### config.mk
export PLATFORM = sky130hd
export DESIGN_NAME = pts_cell
export DESIGN_NICKNAME = d
export VERILOG_FILES = /design/src/rtl/pts_pkg.sv /design/src/rtl/pts_cell.sv
export SDC_FILE = /design/constraint.sdc
export NUM_CORES = 1
export LEC_CHECK = 0
export BUFFER_PORTS_ARGS = -buffer_cell sky130_fd_sc_hd__buf_2
export CAP_MARGIN = 15
export CORE_ASPECT_RATIO = 0.75
export CORE_MARGIN = 2
export CORE_UTILIZATION = 37
export CTS_CLUSTER_SIZE = 10
export DETAILED_ROUTE_END_ITERATION = 10
export GPL_TIMING_DRIVEN = 1
export PLACE_DENSITY_LB_ADDON = 0.1
export SETUP_SLACK_MARGIN = 0.2
export SLEW_MARGIN = 20
export SYNTH_ARGS = -nofsm -noshare
export SYNTH_HDL_FRONTEND = slang
export SYNTH_SLANG_ARGS = --single-unit
### constraint.sdc
create_clock -name clk -period 4.65 [get_ports clk]
set_input_delay 0.2325 -clock clk [delete_from_list [all_inputs] [get_ports clk]]
set_output_delay 0.2325 -clock clk [all_outputs]
set_load 0.05 [all_outputs]
### src/rtl/pts_pkg.sv
// Package with shared constants and types of the priority scheduler.
package pts_pkg;
    localparam int NUM_PRIO_DEF    = 64;
    localparam int DELAY_WIDTH_DEF = 16;

    localparam logic [2:0] ACT_CREATE    = 3'd0;
    localparam logic [2:0] ACT_BLOCK     = 3'd1;
    localparam logic [2:0] ACT_TICK      = 3'd2;
    localparam logic [2:0] ACT_SCHED     = 3'd3;
    localparam logic [2:0] ACT_INT_ENTER = 3'd4;
    localparam logic [2:0] ACT_INT_EXIT  = 3'd5;
    localparam logic [2:0] ACT_START     = 3'd6;

    localparam logic [1:0] ST_OK          = 2'd0;
    localparam logic [1:0] ST_NO_SLOT     = 2'd1;
    localparam logic [1:0] ST_IN_USE      = 2'd2;
    localparam logic [1:0] ST_NOT_RUNNING = 2'd3;

    localparam logic [0:0] CFG_IDLE_PRIO = 1'b0;
    localparam logic [0:0] CFG_MAX_SLOTS = 1'b1;

    // Command presented to every cell at once.
    typedef struct packed {
        logic       create;  // clear and make the addressed task present
        logic       block;   // load delay and flags into the addressed task
        logic       tick;    // count down every eligible delay
        logic [5:0] prio;
        logic [5:0] idle;
        logic       wev;
        logic       susp;
    } cell_cmd_t;
endpackage

### src/rtl/pts_cell.sv
// One task cell: delay counter, flags and ready bit of one priority.
module pts_cell #(
    parameter int DELAY_WIDTH = pts_pkg::DELAY_WIDTH_DEF,
    parameter int INDEX       = 0
) (
    input  logic                   clk,
    input  logic                   rst_n,
    input  logic                   cmd_en,
    input  pts_pkg::cell_cmd_t     cmd,
    input  logic [DELAY_WIDTH-1:0] delay_in,
    input  logic                   ready_in,   // ready bits of cells below
    input  logic [5:0]             first_in,   // lowest ready index below
    output logic                   ready_out,
    output logic [5:0]             first_out,
    output logic                   present,
    output logic                   ready
);
    localparam logic [5:0] MY_IDX = 6'(INDEX);

    logic                   present_reg, present_next;
    logic                   ready_reg, ready_next;
    logic                   wait_reg, wait_next;
    logic                   susp_reg, susp_next;
    logic                   tout_reg, tout_next;
    logic [DELAY_WIDTH-1:0] delay_reg, delay_next;
    logic                   hit;

    assign hit = (cmd.prio == MY_IDX);

    always_comb
    begin
        present_next = present_reg;
        ready_next   = ready_reg;
        wait_next    = wait_reg;
        susp_next    = susp_reg;
        tout_next    = tout_reg;
        delay_next   = delay_reg;
        if (cmd_en && cmd.create && hit)
        begin
            present_next = 1'b1;
            ready_next   = 1'b1;
            wait_next    = 1'b0;
            susp_next    = 1'b0;
            tout_next    = 1'b0;
            delay_next   = '0;
        end
        else if (cmd_en && cmd.block && hit && present_reg)
        begin
            ready_next = 1'b0;
            delay_next = delay_in;
            wait_next  = cmd.wev;
            susp_next  = cmd.susp;
            tout_next  = 1'b0;
        end
        else if (cmd_en && cmd.tick && present_reg && (cmd.idle != MY_IDX)
                 && (delay_reg != '0))
        begin
            delay_next = delay_reg - 1'b1;
            if (delay_reg == DELAY_WIDTH'(1))
            begin
                tout_next = wait_reg;
                wait_next = 1'b0;
                if (!susp_reg)
                begin
                    ready_next = 1'b1;
                end
            end
        end
    end

    always_ff @(posedge clk or negedge rst_n)
    begin
        if (!rst_n)
        begin
            present_reg <= 1'b0;
            ready_reg   <= 1'b0;
            wait_reg    <= 1'b0;
            susp_reg    <= 1'b0;
            tout_reg    <= 1'b0;
            delay_reg   <= '0;
        end
        else
        begin
            present_reg <= present_next;
            ready_reg   <= ready_next;
            wait_reg    <= wait_next;
            susp_reg    <= susp_next;
            tout_reg    <= tout_next;
            delay_reg   <= delay_next;
        end
    end

    // The timeout mark is kept but drives no output; ready ignores it.
    logic unused_tout;
    assign unused_tout = tout_reg;

    assign present   = present_reg;
    assign ready     = ready_reg & ~unused_tout | ready_reg;
    assign ready_out = ready_in | ready_reg;
    assign first_out = ready_in ? first_in : (ready_reg ? MY_IDX : 6'd0);
endmodule

==> implementation parameters, run 1 <==
Parameter                              Value

Final layout
  Net count reported at finish ... 263
  Layout cells sized above 1 ... 0.318
  Area growth, synth to finish ... 23.4%
  Number of inserted diodes ... 0
  Max FFs per register ... 16
  Filler instances ... 367

CTS
  Number of buffers on the longest clock path ... 2
  Number of setup buffers added after CTS ... 0
  Number of buffers inserted during clock tree synthesis ... 3
  Register clock-pin slew on the reported worst setup and hold paths ... 0.08 ns
  Number of levels in the clock H-tree ... 1
  TritonCTS clock tree ... done
  Clock tree sinks ... 19
  Clock root buffer ... clkbuf_8
  Source-to-sink clock delay at the later pin of the worst-skew pair ... 0.26 ns

Timing
  Post-route fraction of the period consumed by the critical path ... 0.592
  Fin crit period ... 2.75 ns
  Transition time at the pin with the least slew margin ... 1.07 ns
  Count of final hold-check violations ... 0
  Setup tns final ... 0 ns
  Final slew viol count ... 0
  Total setup violations reported at the end of the flow ... 0
  Fmax ... 363 MHz
  Setup skew after layout ... 0.00739 ns
  Unrepaired setup endpoints after global routing ... false
  Headroom to the max-slew limit ... 0.282

Power and ir drop
  Fraction of power consumed by the clock network ... 0.163
  Switching power summed over all nets ... 0.336 mW
  Fraction of power consumed by sequential logic ... 0.361
  Switching share of power ... 0.454
  Final Power ... 0.741 mW
  Internal power consumption ... 0.405 mW
  Logic pwr share ... 0.476
  Highest ir drop seen on vdd ... 0.216 mV
  Static power due to leakage ... 0.854 nW
  PD cells ... 415 nW/um2

Detailed routing
  Final routed DRC violation total ... 0
  Count of vias placed by the detailed router ... 1504
  Post-route ant nets ... 0
  Total wire length after detailed routing ... 4.12 mm
  Starting DRC count in detailed routing ... 98
  DR pass1 iterations ... 4
  Wire length per cell ... 15.3 um
  Via/cell ratio ... 5.59

Setup path
  Arrival time at the worst endpoint ... 2.94 ns
  Maximum fanout encountered on the critical timing path ... 8
  Slack of the worst reg-to-reg path ... 1.90 ns
  Data required time at the worst endpoint ... 4.84 ns
  Worst path buffer plus inverter count ... 1
  Critical Setup Path Class ... reg2reg
  CP most frequent cell ... o21ai_0
  Critical path's largest stage delay ... 0.85 ns
  Crit. End Element ... flip-flop
  List of cells traversed by the critical path ... inv_1 -> ha_1 -> nor3b_2 -> nand2_1 -> o21ai_0 -> o21ai_0 -> a21oi_1
  Critical-path top delay cell ... o21ai_0
  Kind of launch point of the worst setup path ... flip-flop
  Family with the most delay on the worst path ... compound AO/OA/AOI/OAI gates

Yosys
  Warning count from the yosys run ... 0
  Most frequent cell after synthesis ... dfrtp_1
  Mean cell area of the mapped netlist ... 8.73 um2
  Synthesized area ... 1450 um2
  Sequential cell area fraction in the yosys report ... 0.328
  Synth area leaders ... dfrtp_1 (33%), a21oi_1 (5.9%), nand2_1 (4.7%)
  Number of nets in the synthesized netlist ... 211
  Distinct cells, synth ... 45
  Proportion of synthesized flip-flops having asynchronous set or reset ... 1.00
  Portion of synthesized cell area occupied by the leading cell type ... 0.328
  Count of state elements after synthesis ... 19
  Number of enable flip-flop cells after synthesis ... 0
  Most area-hungry cell type in the Yosys netlist ... dfrtp_1
  Number of instances in the synthesized netlist ... 166
  Most instantiated flip-flop cell in the synthesis netlist ... dfrtp_1
  Top cell types by occurrence after synthesis ... dfrtp_1 (19), nand2_1 (18), a21oi_1 (17), nor2_1 (11), and2_1 (9)

Floorplan
  DIE AREA ... 4440 um2
  Std-Cell Rows ... 19
  Die Y ... 58.2 um
  Width of the die ... 76.3 um
  Boundary Pins ... 52
  Placeable Area ... 3710 um2
  Initial cell density of the core ... 0.391

Placed design
  DPL Wire Length ... 3.09 mm
  Buffers on Ports ... 50
  Placer congestion estimate ... 0.819

Global routing
  Via count of the first global-routing pass ... 1463
  GRT Resource Usage Total ... 0.195
  Residual overflow from global routing ... 0
  Pin count of the biggest net entering global routing ... 25
  Number of antenna violations at the first check in global routing ... 0
  Wire length of the first global-routing pass ... 6.90 mm

Worst hold path
  Classification of the worst-slack hold path ... in2reg

Flow run
  Max-capacitance violation count ... 0

Status
  Outcome ... complete, no violations
[metrics by stage]
step / util / hold WS (ns) / setup WS (ns) / cell area [um2] / cells
after floorplan: - / -0.0631 / 2.44 / 1450 / 166
after CTS: 0.482 / 0.200 / 2.02 / 1790 / 269
final: 0.482 / 0.206 / 1.90 / 1790 / 269
after global placement: 0.467 / 0.203 / 2.08 / 1730 / 264
after detailed placement: 0.467 / 0.222 / 2.03 / 1730 / 264
after global routing: 0.482 / 0.194 / 1.66 / 1790 / 269
[routing by layer]
metal / wire length, um / global-route usage / share of wire / up-vias
met5: 0 / 0 / 0 / -
li1: - / - / - / 746
met2: 1830 / 0.320 / 0.44 / 47
met3: 251 / 0.0467 / 0.061 / 2
met1: 2020 / 0.263 / 0.49 / 709
met4: 17 / 0.0519 / 0.0041 / 0
[area by class of cell]
type                            count  area [um2]  area share
Timing Repair Buffer               53         275       0.154
Inverter                            4        15.0     0.00840
Multi-Input combinational cell    137         912       0.510
Sequential cell                    19         475       0.266
Clock buffer                        4        45.0      0.0252
Tap cell                           52        65.1      0.0364
[what timing repair did]
action | CTS | global route
hold buffers | 1 | 0
endpoints found under the hold margin | 19 | 0
gates resized for setup | 0 | 0
[power groups by stage]
stage,logic (mW),registers [mW],clock network (mW)
2_1_floorplan,0.269,0.253,0
3_3_place_gp,0.341,0.267,0
3_5_place_dp,0.350,0.269,0
4_1_cts,0.353,0.266,0.125
5_1_grt,0.391,0.275,0.130
6_report,0.353,0.268,0.121
[logic make-up (layout without fill, tap and decap cells)]
logic type / Yosys count / in the layout / synth area share
buf+inv: 10 / 61 / 0.0423
flops: 19 / 19 / 0.328
compound gates: 59 / 59 / 0.298
simple gates: 76 / 76 / 0.314
fa+ha+maj: 2 / 2 / 0.0173
[cell usage in the layout, fill, tap and decap left out, types with 3 or more instances in the layout]
cell,Yosys,routed
a31oi_1,3,3
a21o_1,3,3
clkbuf_8,0,3
dfrtp_1,19,19
buf_2,1,50
nand2_1,18,18
a22o_1,3,3
a41o_1,3,3
o21ai_0,5,5
o22a_1,3,3
nand3_1,6,6
nor2_1,11,11
or4_4,3,3
nor4_1,3,3
inv_1,4,4
or4_1,5,5
and2_1,9,9
a21oi_1,17,17
o21a_1,4,4
nor3_1,7,7
[worst paths after layout]
| path | to | from | depth (start not counted) |
|---|---|---|---|
| worst max register to register | delay_reg[6] | delay_reg[0] | 7 |
| max in group asynchronous | delay_reg[12] | rst_n | 2 |
| worst min register to register | susp_reg | susp_reg | 1 |
| worst max-delay path | delay_reg[6] | delay_reg[0] | 7 |
| min in group asynchronous | delay_reg[2] | rst_n | 2 |
| worst min-delay path | susp_reg | cmd[0] | 2 |
[worst reg2reg max path: stages, from the launching register on]
cell and delay, ns:
dfrtp_1 0.43, inv_1 0.11, ha_1 0.22, nor3b_2 0.49, nand2_1 0.14, o21ai_0 0.85, o21ai_0 0.27, a21oi_1 0.19
No activity file was read; power rests on OpenSTA's default activity.
==> inputs of run 2 (changes only) <==
- clock period: 4.65 -> 2.9 ns (I/O delays scaled with it)
==> run 2 against run 1 <==
Sequential cell count did not move. Largest cell class unchanged. Critical path depth unchanged. Cell count rose by 1.5%. Sequential share of layout area is 0.44 points lower. Global-route usage up 1.3 points. First-iteration DRC count grew 110%. Register-to-register slack got worse by 1.5 ns.
==> implementation parameters, run 2 (synthesized netlist as in run 1, its figures left out) <==
Parameter                              Value

CTS
  Number of buffers on the longest clock path ... 2
  Number of setup buffers added after CTS ... 0
  Number of levels in the clock H-tree ... 1
  Clock tree sinks ... 19
  Count of hold buffers inserted by post-cts repair ... 1
  Clock root buffer ... clkbuf_8
  Source-to-sink clock delay at the later pin of the worst-skew pair ... 0.26 ns
  Number of buffers inserted during clock tree synthesis ... 3
  Cts repair resizes ... 0
  Register clock-pin slew on the reported worst setup and hold paths ... 0.08 ns
  TritonCTS clock tree ... done

Detailed routing
  Post-route ant nets ... 0
  Wire length per cell ... 15.5 um
  Starting DRC count in detailed routing ... 209
  Count of vias placed by the detailed router ... 1530
  Total wire length after detailed routing ... 4.22 mm
  Via/cell ratio ... 5.60
  Final routed DRC violation total ... 0
  DR pass1 iterations ... 4

Timing
  Final slew viol count ... 0
  Post-route fraction of the period consumed by the critical path ... 0.866
  Worst slack on hold paths ... 0.102 ns
  Total setup violations reported at the end of the flow ... 0
  Setup skew after layout ... 0.00359 ns
  Unrepaired setup endpoints after global routing ... false
  Fin crit period ... 2.51 ns
  Count of final hold-check violations ... 0
  Setup tns final ... 0 ns
  Headroom to the max-slew limit ... 0.587
  Transition time at the pin with the least slew margin ... 0.614 ns
  Fmax ... 398 MHz

Final layout
  Most common cell after layout, fill and taps aside ... buf_2
  Total area of sequential cells ... 475 um2
  Most frequent cells in the layout ... buf_2 (50), dfrtp_1 (19), nand2_1 (18)
  Utilization after layout ... 0.490
  Filler instances ... 382
  Post-Layout Inst Area ... 1820 um2
  Area of the multi-input gates ... 912 um2
  Number of inserted diodes ... 0
  Layout cells sized above 1 ... 0.330
  Max FFs per register ... 16
  Net count reported at finish ... 267
  Area growth, synth to finish ... 25.5%

Setup path
  Depth of the worst register-to-register path ... 7
  Maximum fanout encountered on the critical timing path ... 7
  Arrival time at the worst endpoint ... 2.66 ns
  Kind of launch point of the worst setup path ... flip-flop
  Critical path's largest stage delay ... 0.51 ns
  List of cells traversed by the critical path ... inv_1 -> ha_1 -> or3b_2 -> nor4_4 -> o21a_1 -> a21oi_1 -> o2bb2a_1
  Critical-path top delay cell ... or3b_2
  Data required time at the worst endpoint ... 3.05 ns
  Crit. End Element ... flip-flop
  Critical Setup Path Class ... reg2reg

Floorplan
  Die Y ... 58.2 um
  Initial cell density of the core ... 0.391
  DIE AREA ... 4440 um2
  Boundary Pins ... 52
  Placeable Area ... 3710 um2
  Width of the die ... 76.3 um
  Std-Cell Rows ... 19

Placed design
  Placed cell area ... 1760 um2
  Buffers on Ports ... 50
  DPL Wire Length ... 3.19 mm
  Placer congestion estimate ... 0.816

Global routing
  Wire length of the first global-routing pass ... 7.28 mm
  Number of antenna violations at the first check in global routing ... 0
  Via count of the first global-routing pass ... 1536
  Pin count of the biggest net entering global routing ... 25
  Residual overflow from global routing ... 0
  GRT Resource Usage Total ... 0.208

Power and ir drop
  Logic pwr share ... 0.483
  Switching share of power ... 0.449
  Switching power summed over all nets ... 0.539 mW
  Fraction of power consumed by the clock network ... 0.160
  Fraction of power consumed by sequential logic ... 0.357
  Highest ir drop seen on vdd ... 0.346 mV
  Final Power ... 1.20 mW
  Static power due to leakage ... 0.873 nW
  Internal power consumption ... 0.661 mW
  PD cells ... 660 nW/um2

Worst hold path
  Classification of the worst-slack hold path ... in2reg
  WHS Path Cells ... 2

Flow run
  Max-capacitance violation count ... 0

Status
  Outcome ... complete, no violations
## run 2: cell count changes in the layout (fill, tap and decap cells not counted)
cell and delta:
buf_4 +4
## run 2: path summary, 6_finish.rpt
check,end,startpoint,slack (ns)
worst min register to register,susp_reg,susp_reg,0.51
worst max-delay path,delay_reg[11],delay_reg[0],0.39
max in group asynchronous,delay_reg[10],rst_n,2.22
worst min-delay path,susp_reg,cmd[0],0.10
min in group asynchronous,ready_reg,rst_n,0.36
worst max register to register,delay_reg[11],delay_reg[0],0.39
## run 2: final cells by class
type	instances	share of cell area
Timing Repair Buffer	57	0.168
Multi-Input combinational cell	137	0.502
Clock buffer	4	0.0248
Tap cell	52	0.0358
Sequential cell	19	0.262
Inverter	4	0.00826
## run 2: per-stage QoR
stage               cells  setup WS, ns
floorplan             166         0.689
detailed placement    268         0.422
global route          273         0.276
finish                273         0.389
CTS                   273         0.403
global placement      268         0.490
## run 2: power by group through the flow
stage	logic [mW]	clock network [mW]	registers [mW]
after CTS	0.579	0.197	0.428
after global routing	0.650	0.212	0.442
after floorplan	0.431	0	0.406
after global placement	0.564	0	0.427
after detailed placement	0.573	0	0.432
final	0.579	0.192	0.429
## run 2: worst max-delay path: cells and delay by family, from the launching register on
| kind | cells | cell delay [ns] |
|---|---|---|
| and+or+nand+nor | 2 | 0.90 |
| AOI/OAI and AO/OA | 3 | 0.74 |
| DFF | 1 | 0.43 |
| adders and majority gates | 1 | 0.22 |
| buffers and inverters | 1 | 0.11 |
## run 2: metal layers
layer / track usage / up-vias / share of wire
met1: 0.277 / 721 / 0.45
met4: 0.0390 / 0 / 0.013
met2: 0.349 / 52 / 0.46
li1: - / 751 / -
met5: 0 / - / 0
met3: 0.0545 / 6 / 0.071
