`src/rtl/pts_pkg.sv`:
```
// Package with shared constants and types of the priority scheduler.
package pts_pkg;
    localparam int NUM_PRIO_DEF    = 64;
    localparam int DELAY_WIDTH_DEF = 16;

    localparam logic [2:0] ACT_CREATE    = 3'd0;
    localparam logic [2:0] ACT_BLOCK     = 3'd1;
    localparam logic [2:0] ACT_TICK      = 3'd2;
    localparam logic [2:0] ACT_SCHED     = 3'd3;
    localparam logic [2:0] ACT_INT_ENTER = 3'd4;
    localparam logic [2:0] ACT_INT_EXIT  = 3'd5;
    localparam logic [2:0] ACT_START     = 3'd6;

    localparam logic [1:0] ST_OK          = 2'd0;
    localparam logic [1:0] ST_NO_SLOT     = 2'd1;
    localparam logic [1:0] ST_IN_USE      = 2'd2;
    localparam logic [1:0] ST_NOT_RUNNING = 2'd3;

    localparam logic [0:0] CFG_IDLE_PRIO = 1'b0;
    localparam logic [0:0] CFG_MAX_SLOTS = 1'b1;

    // Command presented to every cell at once.
    typedef struct packed {
        logic       create;  // clear and make the addressed task present
        logic       block;   // load delay and flags into the addressed task
        logic       tick;    // count down every eligible delay
        logic [5:0] prio;
        logic [5:0] idle;
        logic       wev;
        logic       susp;
    } cell_cmd_t;
endpackage

```
`src/rtl/pts_ctrl.sv`:
```
// Sequencer for global scheduler state and result formation.
module pts_ctrl #(
    parameter int NUM_PRIO = pts_pkg::NUM_PRIO_DEF
) (
    input  logic               clk,
    input  logic               rst_n,
    input  logic               in_valid,
    output logic               in_stall,
    input  logic [2:0]         action,
    input  logic [5:0]         task_priority,
    input  logic               sched_locked,
    input  logic [6:0]         max_slots,
    input  logic [NUM_PRIO-1:0] present_map,
    input  logic               any_ready,
    input  logic [5:0]         lowest,
    output logic               cmd_en,
    output logic [2:0]         act_q,
    output logic               create_ok,
    output logic               busy,
    output logic               out_valid,
    input  logic               out_stall,
    output logic [1:0]         status,
    output logic               switch_now,
    output logic [5:0]         next_priority,
    output logic [31:0]        switch_count,
    output logic [6:0]         task_count,
    output logic [31:0]        tick_count
);
    typedef enum logic [1:0] {S_IDLE, S_APPLY, S_EVAL, S_OUT} state_t;

    state_t      state_reg;
    logic [2:0]  act_reg;
    logic [5:0]  prio_reg;
    logic        lock_reg;
    logic        ok_reg;
    logic [1:0]  st_reg;
    logic        run_reg;
    logic [7:0]  depth_reg;
    logic [5:0]  cur_reg;
    logic [31:0] swc_reg, tkc_reg;
    logic [6:0]  total_reg;
    logic        sw_reg;
    logic [5:0]  nxt_reg;
    logic        in_range, free_slot;
    logic [5:0]  low_v;

    assign in_range  = ({1'b0, task_priority} < 7'(NUM_PRIO));
    assign free_slot = (total_reg < max_slots);
    assign low_v     = any_ready ? lowest : 6'd0;
    assign in_stall  = (state_reg != S_IDLE);
    assign busy      = (state_reg != S_IDLE);
    assign cmd_en    = (state_reg == S_APPLY);
    assign act_q     = act_reg;
    assign create_ok = ok_reg;

    always_ff @(posedge clk or negedge rst_n)
    begin
        if (!rst_n)
        begin
            state_reg <= S_IDLE;
            act_reg   <= pts_pkg::ACT_SCHED;
            prio_reg  <= '0;
            lock_reg  <= 1'b0;
            ok_reg    <= 1'b0;
            st_reg    <= pts_pkg::ST_OK;
            run_reg   <= 1'b0;
            depth_reg <= '0;
            cur_reg   <= '0;
            swc_reg   <= '0;
            tkc_reg   <= '0;
            total_reg <= '0;
            sw_reg    <= 1'b0;
            nxt_reg   <= '0;
        end
        else
        begin
            case (state_reg)
                S_IDLE:
                begin
                    if (in_valid)
                    begin
                        act_reg  <= action;
                        prio_reg <= task_priority;
                        lock_reg <= sched_locked;
                        ok_reg   <= 1'b0;
                        st_reg   <= pts_pkg::ST_OK;
                        sw_reg   <= 1'b0;
                        if (action == pts_pkg::ACT_CREATE)
                        begin
                            if (!free_slot)
                                st_reg <= pts_pkg::ST_NO_SLOT;
                            else if (!in_range
                                     || present_map[task_priority[$clog2(NUM_PRIO)-1:0]])
                                st_reg <= pts_pkg::ST_IN_USE;
                            else
                                ok_reg <= 1'b1;
                        end
                        state_reg <= S_APPLY;
                    end
                end
                S_APPLY:
                begin
                    case (act_reg)
                        pts_pkg::ACT_CREATE:
                        begin
                            if (ok_reg)
                                total_reg <= total_reg + 7'd1;
                        end
                        pts_pkg::ACT_TICK:
                        begin
                            tkc_reg <= tkc_reg + 32'd1;
                            if (!run_reg)
                                st_reg <= pts_pkg::ST_NOT_RUNNING;
                        end
                        pts_pkg::ACT_INT_ENTER:
                        begin
                            if (!run_reg)
                                st_reg <= pts_pkg::ST_NOT_RUNNING;
                            else if (depth_reg != 8'hFF)
                                depth_reg <= depth_reg + 8'd1;
                        end
                        pts_pkg::ACT_INT_EXIT:
                        begin
                            if (!run_reg)
                                st_reg <= pts_pkg::ST_NOT_RUNNING;
                            else if (depth_reg != 8'd0)
                                depth_reg <= depth_reg - 8'd1;
                        end
                        default:
                        begin
                        end
                    endcase
                    state_reg <= S_EVAL;
                end
                S_EVAL:
                begin
                    // The ready chain now reflects the updated cells.
                    nxt_reg <= low_v;
                    case (act_reg)
                        pts_pkg::ACT_SCHED, pts_pkg::ACT_INT_EXIT:
                        begin
                            if ((act_reg == pts_pkg::ACT_SCHED || run_reg)
                                && depth_reg == 8'd0 && !lock_reg && low_v != cur_reg)
                            begin
                                cur_reg <= low_v;
                                swc_reg <= swc_reg + 32'd1;
                                sw_reg  <= 1'b1;
                            end
                        end
                        pts_pkg::ACT_START:
                        begin
                            if (run_reg)
                                st_reg <= pts_pkg::ST_NOT_RUNNING;
                            else
                            begin
                                cur_reg <= low_v;
                                run_reg <= 1'b1;
                                sw_reg  <= 1'b1;
                            end
                        end
                        default:
                        begin
                        end
                    endcase
                    state_reg <= S_OUT;
                end
                S_OUT:
                begin
                    if (!out_stall)
                        state_reg <= S_IDLE;
                end
                default:
                begin
                    state_reg <= S_IDLE;
                end
            endcase
        end
    end

    assign out_valid     = (state_reg == S_OUT);
    assign status        = st_reg;
    assign switch_now    = sw_reg;
    assign next_priority = nxt_reg;
    assign switch_count  = swc_reg;
    assign task_count    = total_reg;
    assign tick_count    = tkc_reg;
endmodule

```
`config.mk`:
```
export PLATFORM = sky130hd
export DESIGN_NAME = pts_ctrl
export DESIGN_NICKNAME = d
export VERILOG_FILES = /design/src/rtl/pts_pkg.sv /design/src/rtl/pts_ctrl.sv
export SDC_FILE = /design/constraint.sdc
export NUM_CORES = 1
export LEC_CHECK = 0
export BUFFER_PORTS_ARGS = -buffer_cell sky130_fd_sc_hd__buf_2
export CAP_MARGIN = 20
export CORE_AREA = 2 2 155 157
export CTS_CLUSTER_DIAMETER = 40
export DETAILED_ROUTE_END_ITERATION = 10
export DIE_AREA = 0 0 157 159
export PLACE_DENSITY = 0.49
export SLEW_MARGIN = 10
export SYNTH_ARGS = -nofsm -noshare
export SYNTH_HDL_FRONTEND = slang
export SYNTH_SLANG_ARGS = --single-unit
```
`constraint.sdc`:
```
create_clock -name clk -period 3.1 [get_ports clk]
set_input_delay 0.31 -clock clk [delete_from_list [all_inputs] [get_ports clk]]
set_output_delay 0.31 -clock clk [all_outputs]
set_load 0.01 [all_outputs]
```
==> results of run 1 <==
==> power by group through the flow <==
stage | Clock (W) | Combinational, W | Sequential [W]
2_1_floorplan | 0 | 0.000934 | 0.00182
3_3_place_gp | 0 | 0.00144 | 0.00184
3_5_place_dp | 0 | 0.00145 | 0.00184
4_1_cts | 0.00118 | 0.00146 | 0.00182
5_1_grt | 0.00124 | 0.00160 | 0.00186
6_report | 0.00113 | 0.00142 | 0.00181
==> stage by stage <==
| step | setup slack [ns] | util, % | total power (W) | hold WS (ns) | instances |
|---|---|---|---|---|---|
| 6_report | 0.456 | 31.8 | 0.00436 | 0.204 | 1029 |
| 5_1_grt | 0.122 | 31.8 | 0.00471 | 0.186 | 1029 |
| 4_1_cts | 0.419 | 31.8 | 0.00446 | 0.181 | 1028 |
| 3_5_place_dp | 0.444 | 30.5 | 0.00329 | 0.379 | 1011 |
| 3_3_place_gp | 0.512 | 30.5 | 0.00328 | 0.380 | 1011 |
| 2_1_floorplan | 0.800 | - | 0.00275 | 0.0144 | 521 |
==> how the worst max path moves through the flow <==
stage                             from              to  slack [ns]  cells after the start
after CTS                 state_reg[1]  tick_count[31]        0.42                      8
final                     state_reg[1]  tick_count[27]        0.46                      8
after global placement    state_reg[1]  tick_count[31]        0.51                      8
after floorplan               act_q[2]    depth_reg[7]        0.80                     10
after detailed placement  state_reg[1]  tick_count[31]        0.44                      8
after global routing      state_reg[1]  tick_count[29]        0.12                      8
==> worst max-delay path: stages, from the launching register on <==
cell,delay [ns]
dfrtp_1,0.41
inv_1,0.11
ha_1,0.31
and4bb_2,0.38
and4_1,0.32
nand4_1,0.31
nor2_1,0.40
nand3_1,0.15
xnor2_1,0.14
==> area by class of cell <==
class                   count  area share (%)
clock buffers               9            3.05
clock inverters             7           0.848
inverters                  24            1.22
multi-input cells         380            41.5
flip-flops and latches    102            34.6
well taps                 319            5.41
repair buffers            188            13.3
==> metal layers <==
layer | global-route usage [%] | up-vias
li1 | - | 2250
met5 | 0 | -
met4 | 4.25 | 0
met3 | 3.08 | 6
met2 | 20.4 | 151
met1 | 15.9 | 2226
==> cells in the mapped netlist, types with 5 or more instances <==
cell	n	share of area, %
mux4_2	16	6.3
nor2b_1	5	0.54
xnor2_1	36	5.5
nand2_1	36	2.3
nor2_1	29	1.9
ha_1	19	4.1
buf_2	5	0.43
nor3_1	14	1.2
o22ai_1	5	0.54
inv_1	24	1.6
nor4_1	9	0.98
xor2_1	41	6.2
nand3b_1	6	0.78
and3_1	8	0.87
clkbuf_1	7	0.46
dfrtp_1	100	43
o21ai_0	10	0.87
nand4_1	15	1.6
nand3_1	28	2.4
and4_1	7	1.1
mux2i_1	7	1.2
mux2_4	6	1.6
and2_1	10	1.1
mux2_2	19	3.7
a21oi_1	7	0.61
==> logic make-up after synthesis <==
logic type,count (synthesis)
simple gates,187
flops,102
xor+xnor,77
compound gates,48
mux,48
buf+inv,39
fa+ha+maj,20
==> out/summary.txt, run 1 <==
total track usage = 12.4%
GP Congestion = 0.745
dpl hpwl = 11,700 um
clk_lat worst skew = 0.35 ns
r2r endpoint = tick_count[27]
clock power share = 25.9%
cells after synthesis = 521
R2R depth = 8
Post-Synth Simple-Gate Area = 18.1%
Fin Clk Skew = 0.00942 ns
share of post-route cells with drive strength above 1 = 36.2%
fraction of registers with async set/reset = 100%
P_sw = 0.00154 W
area grow syn2layout = 28.0%
RSZ-0062 raised after global routing = false
Pre-antenna DRT Iters = 4
P_int = 0.00282 W
setup TNS = 0 ns
post-synthesis mux area share = 12.7%
antenna violations before repair = 0
Net Sw Frac = 35.4%
Mapped Area = 5760 um^2
clk sink count = 102
Rel. slew slack = 58.9%
Top Ports = 180
Post-CTS Setup Inserts = 0
commonest non-fill, non-tap cells in the layout = buf_2 (178), dfrtp_1 (100), xor2_1 (41)
minimum clock period = 2.64 ns
CP Max Fanout = 8
Post-DRT Antenna Nets = 0
Yosys cell types = 56
Net Count, Synth = 633
routed wl met2 = 7190 um
FF-to-FF setup slack = 0.46 ns
final hold violation count = 0
met3 wire len = 1010 um
detailed-route wire length = 15,100 um
# fillers = 2,418
Slew Limit Fails = 0
post-DR wirelength/cell = 14.7 um
total CTS buffers = 9
main combinational cell family by area after synthesis = simple AND/OR/NAND/NOR gates
hold path cells = 2
row cnt = 56
Hold Path Class = in2reg
reg-to-reg startpoint = state_reg[1]
Post-synth EDFFs = 0
Worst-Margin Slew = 0.617 ns
first-pass GRT wire length = 24,600 um
die height = 159 um
Ys Warns = 0
hold_sp = sched_locked
CP Class = reg2reg
Leakage = 3.72 nW
CORE AREA = 23,200 um^2
most common cell after layout, fill and taps aside = buf_2
peak supply drop = 0.227 mV
status = finished, final reports clean
Req. time, crit path = 3.34 ns
max frequency = 0.378 GHz
antenna cells = 0
number of DRC markers in iteration 0 = 184
Root Driver = clkbuf_16
storage element area = 2550 um^2
CTS Buffer Depth = 2
Synth Register Bits = 102
CP Launch Type = flip-flop
# resized after CTS = 0
largest net degree at the start of global routing = 47
uppermost layer routed = met4
register area share after synthesis = 44.3%
number of global-route vias before repair = 4,641
Worst-path clk slew = 0.08 ns
Crit. End Element = flip-flop
wl on met1 = 6770 um
Via density = 4.50
Hold-fix buffers, CTS = 1
multi-input logic area = 3060 um^2
Top FF cell, synth = dfrtp_1
DRC Markers = 0
count of input and output buffers = 179
grt total ovfl = 0
compound-gate portion of the synthesized area = 5.82%
H-tree levels = 3
crit share post-route = 85.3%
Reg power frac = 41.6%
vias = 4,633
Final setup viols = 0
Power Dens Cells = 591 nW/um^2
Synth Area in Adders = 4.47%
die area = 25,000 um^2
Die X = 157 um
Syn Area/Cell = 11.1 um^2
Max Cap Violations = 0
placed cell area = 7070 um^2
Post-Synth XOR/XNOR Area = 11.7%
Worst Hold Path EP = lock_reg
Initial Utilization = 24.8%
CTS tree = built
nets = 817
Combinational Power Share = 32.5%
crit path DAT = 2.88 ns
Post-Layout Inst Area = 7380 um^2
Power figures use the tool's default switching activity.
==> run 2, diff against run 1 <==
- CTS_BUF_LIST: unset -> sky130_fd_sc_hd__clkbuf_8
==> run 2 against run 1 <==
Compared with the run above: clock power fell by 25%; via count grew 0.30%; worst hold slack worse by 0.040 ns; power down 6.3%; cell count unchanged; utilization decreased by 0.44 points; fmax fell by 1.2%; clock-buffer cell count is the same; critical path type unchanged; critical endpoint unchanged.
==> out/summary.txt, run 2 (same netlist as run 1, synthesis figures left out) <==
area grow syn2layout = 26.3%
H-tree levels = 3 (unchanged)
Post-CTS Setup Inserts = 0 (unchanged)
total CTS buffers = 9 (unchanged)
detailed-route wire length = 15,100 um (+0.25%)
Post-DRT Antenna Nets = 0 (unchanged)
Pre-antenna DRT Iters = 5 (+1)
Max Cap Violations = 0 (unchanged)
minimum clock period = 2.68 ns (+0.0326 ns)
CP Launch Type = flip-flop
Initial Utilization = 24.8% (unchanged)
GP Congestion = 0.745 (unchanged)
crit path max-delay cell type = dfrtp_1
CTS Buffer Depth = 2 (unchanged)
worst setup path startpoint = state_reg[1]
nets = 817 (unchanged)
CP Class = reg2reg
Fin Clk Skew = 0.0148 ns (+0.00536 ns)
Worst-Margin Slew = 0.616 ns (-0.00113 ns)
peak supply drop = 0.207 mV (-8.9%)
number of global-route vias before repair = 4,657 (+0.34%)
clk_lat worst skew = 0.39 ns (+0.04 ns)
crit-path cells = inv_1 > ha_1 > and4bb_2 > and4_1 > nand4_1 > nor2_1 > nand3_1 > xnor2_1
Req. time, crit path = 3.38 ns (+0.04 ns)
max frequency = 0.374 GHz (-1.2%)
most common cell after layout, fill and taps aside = buf_2
final hold violation count = 0 (unchanged)
Crit. End Element = flip-flop
post-DR wirelength/cell = 14.7 um (+0.25%)
Final setup viols = 0 (unchanged)
Power Dens Cells = 562 nW/um^2 (-5.0%)
Root Driver = clkbuf_8
Worst path max stage delay = 0.42 ns (about the same)
dpl hpwl = 11,700 um (unchanged)
Top Ports = 180 (unchanged)
RSZ-0062 raised after global routing = false
hold_sp = sched_locked
CORE AREA = 23,200 um^2 (unchanged)
total track usage = 12.4% (+0.017 points)
count of input and output buffers = 179 (unchanged)
Slew Limit Fails = 0 (unchanged)
share of post-route cells with drive strength above 1 = 36.2% (unchanged)
top cell family by delay on the critical path = simple AND/OR/NAND/NOR gates
Rel. slew slack = 58.9% (+0.075 points)
# resized after CTS = 0 (unchanged)
Hold Path Class = in2reg
number of DRC markers in iteration 0 = 190 (+3.3%)
Via density = 4.52 (+0.30%)
Leakage = 3.68 nW (-1.2%)
crit path DAT = 2.96 ns (+0.08 ns)
antenna violations before repair = 0 (unchanged)
reg-to-reg startpoint = state_reg[1]
die height = 159 um (unchanged)
Die X = 157 um (unchanged)
clk sink count = 102 (unchanged)
die area = 25,000 um^2 (unchanged)
Bufs and invs on worst path = 1 (unchanged)
antenna cells = 0 (unchanged)
commonest non-fill, non-tap cells in the layout = buf_2 (178), dfrtp_1 (100), xor2_1 (41)
CP Max Fanout = 8 (unchanged)
Hold-fix buffers, CTS = 1 (unchanged)
status = finished, final reports clean
vias = 4,647 (+0.30%)
grt total ovfl = 0 (unchanged)
crit share post-route = 86.3% (+1.1 points)
worst-case hold slack = 0.163 ns (-0.0401 ns)
row cnt = 56 (unchanged)
# fillers = 2,433 (+0.62%)
largest net degree at the start of global routing = 47 (unchanged)
first-pass GRT wire length = 24,700 um (+0.14%)
CTS tree = built
DRC Markers = 0 (unchanged)
Worst-path clk slew = 0.11 ns (+0.03 ns)
setup TNS = 0 ns (unchanged)
-- run 2: worst paths after layout --
path                               endpoint  slack [ns]  depth (start not counted)
max                          tick_count[27]        0.42                          8
min                                lock_reg        0.16                          2
min in group asynchronous  switch_count[17]        0.46                          2
max reg2reg                  tick_count[27]        0.42                          8
min reg2reg                switch_count[31]        0.47                          1
max in group asynchronous        cur_reg[2]        1.96                          3
-- run 2: final cells by class --
type                            instances  area [um^2]  area share [%]
Clock buffer                            9          124            1.70
Clock inverter                          7         62.6           0.860
Inverter                               24         90.1            1.24
Multi-Input combinational cell        380         3060            42.1
Sequential cell                       102         2550            35.1
Tap cell                              319          399            5.49
Timing Repair Buffer                  188          981            13.5
-- run 2: metrics by stage --
stage	total power (W)	cells	setup slack [ns]	util (%)	instance area [um^2]
floorplan	0.00275	521	0.800	-	5760
detailed placement	0.00329	1011	0.444	30.5	7070
CTS	0.00417	1028	0.412	31.3	7270
global placement	0.00328	1011	0.512	30.5	7070
finish	0.00409	1029	0.423	31.4	7270
global route	0.00442	1029	0.115	31.4	7270
-- run 2: per-layer routing --
layer | GRT usage, % | part of all wire (%) | vias up
met5 | 0 | 0 | -
met4 | 4.25 | 1.5 | 0
met3 | 3.08 | 6.7 | 12
met2 | 20.5 | 47 | 149
met1 | 15.8 | 44 | 2236
li1 | - | - | 2250
-- run 2: power breakdown --
part,switching (W),internal (W)
sequential,0.000252,0.00156
combinational,0.000732,0.000691
clock,0.000539,0.000313
total,0.00152,0.00256
==> run 3, diff against run 2 <==
- REMOVE_ABC_BUFFERS: unset -> 1
==> run 3 against run 2 <==
Compared with the run above: clock skew grew 0.0083 ns; clock-buffer cell count increased by 1; sequential power hardly changed; global-route usage about the same; wire length is 0.87% higher; first-iteration DRC count down 2.1%; largest power group unchanged; highest routed layer unchanged.
==> out/summary.txt, run 3 (same netlist as run 1, synthesis figures left out) <==
status = finished, final reports clean
reg-to-reg startpoint = state_reg[1]
max frequency = 0.387 GHz (+3.5%)
final core occ = 31.3% (-0.097 points)
number of global-route vias before repair = 4,574 (-1.8%)
crit share post-route = 83.4% (-2.9 points)
CTS tree = built
number of DRC markers in iteration 0 = 186 (-2.1%)
Root Driver = clkbuf_8
clk_lat worst skew = 0.39 ns (about the same)
CORE AREA = 23,200 um^2 (unchanged)
fin cells = 1,027 (-0.19%)
Worst-path clk slew = 0.11 ns (about the same)
Pre-antenna DRT Iters = 5 (unchanged)
RSZ-0062 raised after global routing = false
Top Ports = 180 (unchanged)
Cells after DPL = 1,010 (-0.099%)
GP Congestion = 0.748 (+0.44%)
CP Depth = 8 (unchanged)
Max Cap Violations = 0 (unchanged)
clk sink count = 102 (unchanged)
Fin Clk Skew = 0.0231 ns (+0.00834 ns)
Bufs and invs on worst path = 1 (unchanged)
CP Max Fanout = 8 (unchanged)
Rel. slew slack = 62.6% (+3.6 points)
total CTS buffers = 9 (unchanged)
Die X = 157 um (unchanged)
Req. time, crit path = 3.38 ns (about the same)
hold path cells = 2 (unchanged)
share of post-route cells with drive strength above 1 = 36.0% (-0.18 points)
nets = 815 (-0.24%)
count of input and output buffers = 179 (unchanged)
Leakage = 3.66 nW (-0.53%)
Final setup viols = 0 (unchanged)
worst-case hold slack = 0.159 ns (-0.00464 ns)
minimum clock period = 2.59 ns (-0.0905 ns)
# resized after CTS = 0 (unchanged)
post-DR wirelength/cell = 14.9 um (+1.1%)
H-tree levels = 3 (unchanged)
Worst-Margin Slew = 0.562 ns (-0.0540 ns)
peak supply drop = 0.195 mV (-6.0%)
row cnt = 56 (unchanged)
largest net degree at the start of global routing = 66 (+40%)
Initial Utilization = 24.8% (unchanged)
CP Class = reg2reg
hold_sp = sched_locked
final hold violation count = 0 (unchanged)
die area = 25,000 um^2 (unchanged)
CTS Buffer Depth = 2 (unchanged)
Power Dens Cells = 560 nW/um^2 (-0.24%)
Slew Limit Fails = 0 (unchanged)
detailed-route wire length = 15,300 um (+0.87%)
area grow syn2layout = 25.9%
antenna violations before repair = 0 (unchanged)
Tot Pwr = 0.00406 W (-0.55%)
top cell family by delay on the critical path = simple AND/OR/NAND/NOR gates
R2R depth = 8 (unchanged)
first-pass GRT wire length = 24,500 um (-0.75%)
commonest non-fill, non-tap cells in the layout = buf_2 (178), dfrtp_1 (100), xor2_1 (41)
antenna cells = 0 (unchanged)
vias = 4,540 (-2.3%)
grt total ovfl = 0 (unchanged)
CP Launch Type = flip-flop
most common cell after layout, fill and taps aside = buf_2
die height = 159 um (unchanged)
Worst path max stage delay = 0.41 ns (about the same)
Hold Path Class = in2reg
# fillers = 2,450 (+0.70%)
DRC Markers = 0 (unchanged)
crit path max-delay cell type = dfrtp_1
Via density = 4.42 (-2.1%)
worst setup path startpoint = state_reg[1]
crit path DAT = 2.86 ns (-0.10 ns)
setup TNS = 0 ns (unchanged)
Post-DRT Antenna Nets = 0 (unchanged)
crit-path cells = inv_1 > ha_1 > and4bb_2 > and4_1 > nand4_1 > nor2_1 > nand3_1 > xnor2_1
total track usage = 12.4% (-0.026 points)
dpl hpwl = 11,700 um (+0.51%)
Crit. End Element = flip-flop
[run 3: cell types whose count changed in the layout (fill, tap and decap cells not counted)]
| cell | delta |
|---|---|
| buf_4 | -2 |
| clkbuf_8 | +1 |
| clkinv_2 | -1 |
| clkinv_4 | -1 |
| clkinvlp_4 | +2 |
| inv_6 | +1 |
| inv_8 | -2 |
| o31ai_2 | +1 |
| o31ai_4 | -1 |
[run 3: repair_timing]
item                      in CTS  in global routing
buffers inserted               0                  0
hold buffers                   1                  0
hold endpoints to repair      35                  0
[run 3: power breakdown]
group / switching, W / leakage (nW) / internal [W]
Sequential: 0.000250 / 1.37 / 0.00156
Combinational: 0.000722 / 2.20 / 0.000682
Clock: 0.000524 / 0.0903 / 0.000326
Total: 0.00150 / 3.66 / 0.00257
[run 3: path summary, 6_finish.rpt]
kind | end | slack [ns]
max in group asynchronous | tick_count[0] | 1.93
worst max register to register | tick_count[31] | 0.51
worst min register to register | tick_count[31] | 0.47
worst min-delay path | lock_reg | 0.16
min in group asynchronous | switch_count[31] | 0.42
worst max-delay path | tick_count[31] | 0.51
[run 3: final cells by class]
class	instances	area, um^2	area share [%]
well taps	319	399	5.50
clock buffers	10	138	1.90
multi-input cells	380	3050	42.1
repair buffers	186	966	13.3
inverters	24	90.1	1.24
flip-flops and latches	102	2550	35.2
clock inverters	6	50.0	0.690
[run 3: routing by layer]
layer	wire length [um]	global-route usage, %
met1	6860	16.0
met2	7290	20.5
met3	977	3.65
met4	137	2.63
met5	0	0
[run 3: metrics by stage]
step / setup slack [ns] / instance area [um^2]
floorplan: 0.508 / 5690
global placement: 0.521 / 7050
detailed placement: 0.488 / 7050
CTS: 0.457 / 7250
global route: 0.248 / 7250
finish: 0.514 / 7250
